## src/hw/rtl/cmtg_pkg.sv

```systemverilog
package cmtg_pkg;

	localparam int FRACTION_BITS = 14;
	localparam int CORDIC_STEPS = 20;
	localparam int CW = 33;

	localparam logic signed [CW-1:0] CORDIC_START = 33'sd652032874;
	localparam logic [29:0] NORM_SCALE = 30'd960383883;
	localparam logic [29:0] TURN_ATAN [CORDIC_STEPS] = '{
		30'd536870912, 30'd316933406, 30'd167458907, 30'd85004756, 30'd42667331,
		30'd21354465, 30'd10679838, 30'd5340245, 30'd2670163, 30'd1335087,
		30'd667544, 30'd333772, 30'd166886, 30'd83443, 30'd41722,
		30'd20861, 30'd10430, 30'd5215, 30'd2608, 30'd1304
	};

	localparam int SLOTS = 12;
	localparam logic [3:0] LAST_SLOT = 4'd11;
	localparam logic [3:0] FIRST_SIDE = 4'd6;
	// per slot: far angle, outer ring, mid-angle normal at ring 0
	localparam logic [SLOTS-1:0] SLOT_A1 = 12'b100011011100;
	localparam logic [SLOTS-1:0] SLOT_J1 = 12'b001110001110;
	localparam logic [SLOTS-1:0] SLOT_MID = 12'b110001000000;

	localparam logic [1:0] REG_RING = 2'd0;
	localparam logic [1:0] REG_WEDGE = 2'd1;
	localparam logic [1:0] REG_RADIUS = 2'd2;

	typedef struct packed {
		logic [3:0] slot;
		logic [9:0] num_p;
		logic [9:0] num_n;
		logic [8:0] den;
		logic [8:0] ring;
		logic [7:0] rcnt;
		logic [14:0] rad;
	} job_t;

	typedef struct packed {
		logic [3:0] slot;
		logic [31:0] ph_p;
		logic [31:0] ph_n;
		logic [8:0] ring;
		logic [7:0] rcnt;
		logic [14:0] rad;
		logic signed [15:0] sy;
	} ang_t;

	typedef struct packed {
		logic [3:0] slot;
		logic signed [CW-1:0] cp;
		logic signed [CW-1:0] sp;
		logic signed [CW-1:0] cn;
		logic signed [CW-1:0] sn;
		logic [8:0] ring;
		logic [7:0] rcnt;
		logic [14:0] rad;
		logic signed [15:0] sy;
	} trig_t;

	typedef struct packed {
		logic [3:0] slot;
		logic signed [15:0] px;
		logic signed [15:0] py;
		logic signed [15:0] pz;
		logic signed [15:0] nx;
		logic signed [15:0] ny;
		logic signed [15:0] nz;
		logic last;
	} vtx_t;

	function automatic logic signed [15:0] sat_mag(input logic [31:0] m, input logic neg);
		logic signed [15:0] r;
		if (neg) begin
			if (m >= 32'd32768) r = 16'sh8000;
			else r = -$signed(m[15:0]);
		end else begin
			if (m > 32'd32767) r = 16'sh7fff;
			else r = $signed(m[15:0]);
		end
		return r;
	endfunction

endpackage

```

## src/hw/rtl/cmtg_ifs.sv

```systemverilog
interface cmtg_tile_if;
	logic valid;
	logic ready;
	logic [7:0] wedge_index;
	logic [7:0] ring_index;
	modport source(output valid, wedge_index, ring_index, input ready);
	modport sink(input valid, wedge_index, ring_index, output ready);
endinterface


```

## src/hw/rtl/cmtg_seq.sv

```systemverilog
module cmtg_seq (
	input logic clk,
	input logic arst_n,
	input logic en,
	cmtg_tile_if.sink tile,
	input logic [7:0] rcnt,
	input logic [7:0] wcnt,
	input logic [14:0] rad,
	output logic job_vld,
	output cmtg_pkg::job_t job
);

	logic busy_q;
	logic [3:0] cnt_q;
	logic [7:0] w_q;
	logic [7:0] r_q;
	logic take;
	logic mid;

	assign tile.ready = en && (!busy_q || cnt_q == cmtg_pkg::LAST_SLOT);
	assign take = tile.valid && tile.ready;

	always_ff @(posedge clk or negedge arst_n) begin
		if (!arst_n) begin
			busy_q <= 1'b0;
			cnt_q <= '0;
		end else if (take) begin
			busy_q <= 1'b1;
			cnt_q <= '0;
		end else if (en && busy_q) begin
			if (cnt_q == cmtg_pkg::LAST_SLOT) begin
				busy_q <= 1'b0;
				cnt_q <= '0;
			end else begin
				cnt_q <= cnt_q + 4'd1;
			end
		end
	end

	always_ff @(posedge clk) begin
		if (take) begin
			w_q <= tile.wedge_index;
			r_q <= tile.ring_index;
		end
	end

	always_comb begin
		mid = cmtg_pkg::SLOT_MID[cnt_q] && (r_q == 8'd0);
		job.slot = cnt_q;
		job.num_p = {1'b0, w_q, 1'b0} + {8'd0, cmtg_pkg::SLOT_A1[cnt_q], 1'b0};
		job.num_n = mid ? {1'b0, w_q, 1'b1} : job.num_p;
		job.den = {wcnt, 1'b0};
		job.ring = {1'b0, r_q} + {8'd0, cmtg_pkg::SLOT_J1[cnt_q]};
		job.rcnt = rcnt;
		job.rad = rad;
	end

	assign job_vld = busy_q;

endmodule

```

## src/flat_wrapper.sv

```systemverilog
// flat-port wrapper written by rule: the top's interface ports become plain ports
module cmtg_seq_flat 
  (clk, arst_n, en, rcnt, wcnt, rad, job_vld, job, tile_valid, tile_wedge_index, tile_ring_index, tile_ready);
  cmtg_tile_if tile_i ();
  input logic clk;
  input logic arst_n;
  input logic en;
  input logic [7:0] rcnt;
  input logic [7:0] wcnt;
  input logic [14:0] rad;
  output logic job_vld;
  output cmtg_pkg::job_t job;
  input wire logic [$bits(tile_i.valid)-1:0] tile_valid;
  input wire logic [$bits(tile_i.wedge_index)-1:0] tile_wedge_index;
  input wire logic [$bits(tile_i.ring_index)-1:0] tile_ring_index;
  output wire logic [$bits(tile_i.ready)-1:0] tile_ready;
  assign tile_i.valid = tile_valid;
  assign tile_i.wedge_index = tile_wedge_index;
  assign tile_i.ring_index = tile_ring_index;
  assign tile_ready = tile_i.ready;
  cmtg_seq u_core (.clk(clk), .arst_n(arst_n), .en(en), .tile(tile_i), .rcnt(rcnt), .wcnt(wcnt), .rad(rad), .job_vld(job_vld), .job(job));
endmodule
```

## config.mk

```make
export PLATFORM = sky130hd
export DESIGN_NAME = cmtg_seq_flat
export DESIGN_NICKNAME = d
export VERILOG_FILES = /design/src/hw/rtl/cmtg_pkg.sv /design/src/hw/rtl/cmtg_ifs.sv /design/src/hw/rtl/cmtg_seq.sv /design/src/flat_wrapper.sv
export SDC_FILE = /design/constraint.sdc
export NUM_CORES = 1
export LEC_CHECK = 0
export BUFFER_PORTS_ARGS = -buffer_cell sky130_fd_sc_hd__buf_2
export CAP_MARGIN = 20
export CORE_ASPECT_RATIO = 1.5
export CORE_MARGIN = 1.5
export CORE_UTILIZATION = 30
export CTS_CLUSTER_DIAMETER = 120
export DETAILED_ROUTE_END_ITERATION = 10
export RECOVER_POWER = 50
export SETUP_SLACK_MARGIN = 0.1
export SYNTH_ARGS = -nofsm -noshare
export SYNTH_HDL_FRONTEND = slang
export SYNTH_SLANG_ARGS = --single-unit
```

## constraint.sdc

```tcl
create_clock -name clk -period 2.88 [get_ports clk]
set_input_delay 0.576 -clock clk [delete_from_list [all_inputs] [get_ports clk]]
set_output_delay 0.576 -clock clk [all_outputs]
set_load 0.02 [all_outputs]
```

==> impl_results.md <==
* Cell area after layout at 0.00183 mm²
* Place WS at 100 ps
* Max VDD drop at 0.000283 V
* Die area at 0.00542 mm²
* Hold_ws at 165 ps
* Core Rows at 31
* TNS Setup at 0 ps
* Final Skew at 2.89 ps
* Grt total ovfl at 0
* Worst r2r src: u_core.cnt_q[3]
* Clock transition at the registers of the reported paths at 70 ps
* Yosys cell types at 33
* Synth-to-layout area growth at 22.9%
* Met2 GRT Util at 0.203
* Wirelength per Cell at 12.7 µm
* M3 GR Usage at 0.0376
* IO buf count at 53
* Drt first pass iters at 4
* Multi-input gate area at 719 µm²
* Yosys reg bits at 21
* Leak at 0.793 nW
* Crit path max fanout at 4
* Crit path max-delay family: simple AND/OR/NAND/NOR gates
* Final WS setup at 149 ps
* Mapped cell area at 0.00149 mm²
* Top cells by area, synth: edfxtp_1 32%, buf_4 17%, dfrtp_1 8.4%
* R2r endpoint: u_core.r_q[5]
* Num CTS Buffers at 3
* Critical path's slowest cell: dfrtp_2
* CP Launch Type: register
* Min Tclk post-route at 2730 ps
* Vias in the first global route at 1050
* Cell taking the most area after synthesis: edfxtp_1
* Warnings from Yosys at 0
* CP Capture Type: primary output
* R2R cell count at 4
* Clk buf depth at 2
* Core footprint at 0.00481 mm²
* DR iter-0 viols at 26
* Number of inserted diodes at 0
* Final ANT Viol Nets at 0
* Post-Syn Instances at 143
* Status: finished, final reports clean
* CTS Hold Buffers Added at 0
* WP data required at 2300 ps
* Crit path launch: u_core.cnt_q[0]
* CP Cell Sequence: ha_2 > mux2i_1 > nor2_1 > a21oi_2 > ha_4 > ha_4 > nand3_4 > nor2_4 > and3_4 > and2_4 > buf_6
* Max Slew Vio Count at 0
* First-pass GRT wire length at 4530 µm
* RSZ-0062 raised after global routing: yes
* Worst path max stage delay at 430 ps
* Routed WL at 3040 µm
* Worst Path Arrival at 2160 ps
* CTS tree: built
* Met1 Track Usage GR at 0.108
* Top Usage Layer GRT: met2
* Chip width at 60.6 µm
* DIE HEIGHT at 89.4 µm
* CTS H-tree depth at 1
* Worst hold-check path type: input pin to asynchronous set/reset pin
* Setup violators final at 0
* Layout Nets at 234
* RePlAce Congestion at 0.735
* Cell mode on critical path: ha_4
* Critical Path Stages at 11
* Via count at 1092
* Fillcell total at 509
* Area of placed instances at 0.00159 mm²
* Top cell type's share of synthesized area at 0.322
* Initial antenna violation count at 0
* CTS Sinks at 21
* Fmax at 366 MHz
* Via density at 4.55
* Reg area at 608 µm²
* Avg Cell Area, Syn at 10.4 µm²
* Max_cap viols at 0
* R2R setup slack at 870 ps
* Io pins at 118
* Largest net degree at the start of global routing at 12
* Endpoints failing hold at 0
* DRC at 0
* Worst path buffer plus inverter count at 1
* Cell chosen for the clock root: clkbuf_8
* PwrDens at 748 mW/mm²
* Share of cells above drive strength 1 at 0.511
* WS Path Type: register to primary output
* Final period util at 0.948
* Clk_lat worst skew at 260 ps
* DP HPWL at 2290 µm
* Seq/Total Area, Yosys at 0.406
* All-layer global routing usage at 0.112
* Initial Util at 0.310
==> kinds of logic after synthesis <==
group	count (synthesis)	share of synthesized area
xor+xnor	18	0.106
fa+ha+maj	8	0.0671
other cells	1	0.00251
simple gates	38	0.134
mux	4	0.0335
buf+inv	41	0.194
flops	21	0.406
compound gates	12	0.0578
==> Yosys cell counts, drive strengths merged <==
cell type,count
buf,35
edfxtp,16
xnor2,13
nand2,10
ha,8
nand3,8
dfrtp,5
inv,5
xor2,5
nor2,4
a21oi,3
and3,3
nand2b,3
a21o,2
and2,2
mux2,2
mux2i,2
nand4,2
or4,2
a211o,1
a22o,1
a2bb2oi,1
and3b,1
and4,1
clkbuf,1
conb,1
nand3b,1
nor3,1
o21a,1
o21ai,1
o32ai,1
o41ai,1
==> through the flow <==
stage	util	std cells	power, mW
final	0.381	240	1.37
after global routing	0.381	240	1.49
after CTS	0.362	237	1.35
after detailed placement	0.331	229	1.10
after global placement	0.331	229	1.10
after floorplan	-	144	0.970
==> worst reg2reg max path, cell delays in order (launching register included) <==
cell and delay, ps:
dfrtp_1 550, and3b_1 250, nand2b_1 190, and3_1 480
buf_4 260
==> worst max-delay path by stage <==
stage / endpoint / slack (ps)
6_report: job[50] / 150
5_1_grt: job[58] / 7
2_1_floorplan: job[50] / 100
4_1_cts: job[50] / 70
3_3_place_gp: job[50] / 170
3_5_place_dp: job[50] / 100
==> metal layers <==
| layer | up-vias | routed length (µm) |
|---|---|---|
| met5 | - | 0 |
| met4 | 0 | 113 |
| met3 | 16 | 261 |
| met2 | 55 | 1640 |
| met1 | 502 | 1020 |
| li1 | 519 | - |
==> registers in the layout, summed over array words and instances (netlist names) <==
signal,cells
u_core.cnt_q,4
u_core.job_vld,1
u_core.r_q,8
u_core.w_q,8
==> layout by cell type, fill, tap and decap left out, types with 2 or more instances in the layout <==
master,synthesis,layout
buf_2,0,42
buf_4,34,18
edfxtp_1,16,16
xnor2_1,13,12
nand2_1,10,9
xor2_1,5,5
nand3_1,8,4
ha_2,0,4
inv_1,5,3
nand2b_1,3,3
clkbuf_8,0,3
dfrtp_1,5,3
inv_2,0,2
mux2i_1,2,2
nand3_4,0,2
nor2_4,0,2
nand3_2,0,2
and3_1,3,2
nand4_1,2,2
or4_1,2,2
mux2_4,2,2
a21oi_1,3,2
a21o_1,2,2
ha_1,8,2
ha_4,0,2
conb_1,1,2
clkbuf_1,1,2
dfrtp_2,0,2
==> layout make-up <==
cell class,count,area share
flip-flops and latches,21,0.332
well taps,66,0.0450
multi-input cells,82,0.392
inverters,5,0.0102
clock buffers,4,0.0246
repair buffers,62,0.196
==> what timing repair did <==
action | 4_1_cts | 5_1_grt
resized for setup | 20 | 20
endpoints found under the setup margin | 13 | 18
setup buffers | 4 | 3
pin swaps | 3 | 4
==> where the power goes <==
part / switching, mW / total [mW] / internal [mW] / leakage [nW]
sequential: 0.0715 / 0.462 / 0.390 / 0.200
combinational: 0.404 / 0.721 / 0.317 / 0.570
clock: 0.0916 / 0.190 / 0.0984 / 0.0228
total: 0.567 / 1.37 / 0.806 / 0.793
No activity file was read; power rests on OpenSTA's default activity.
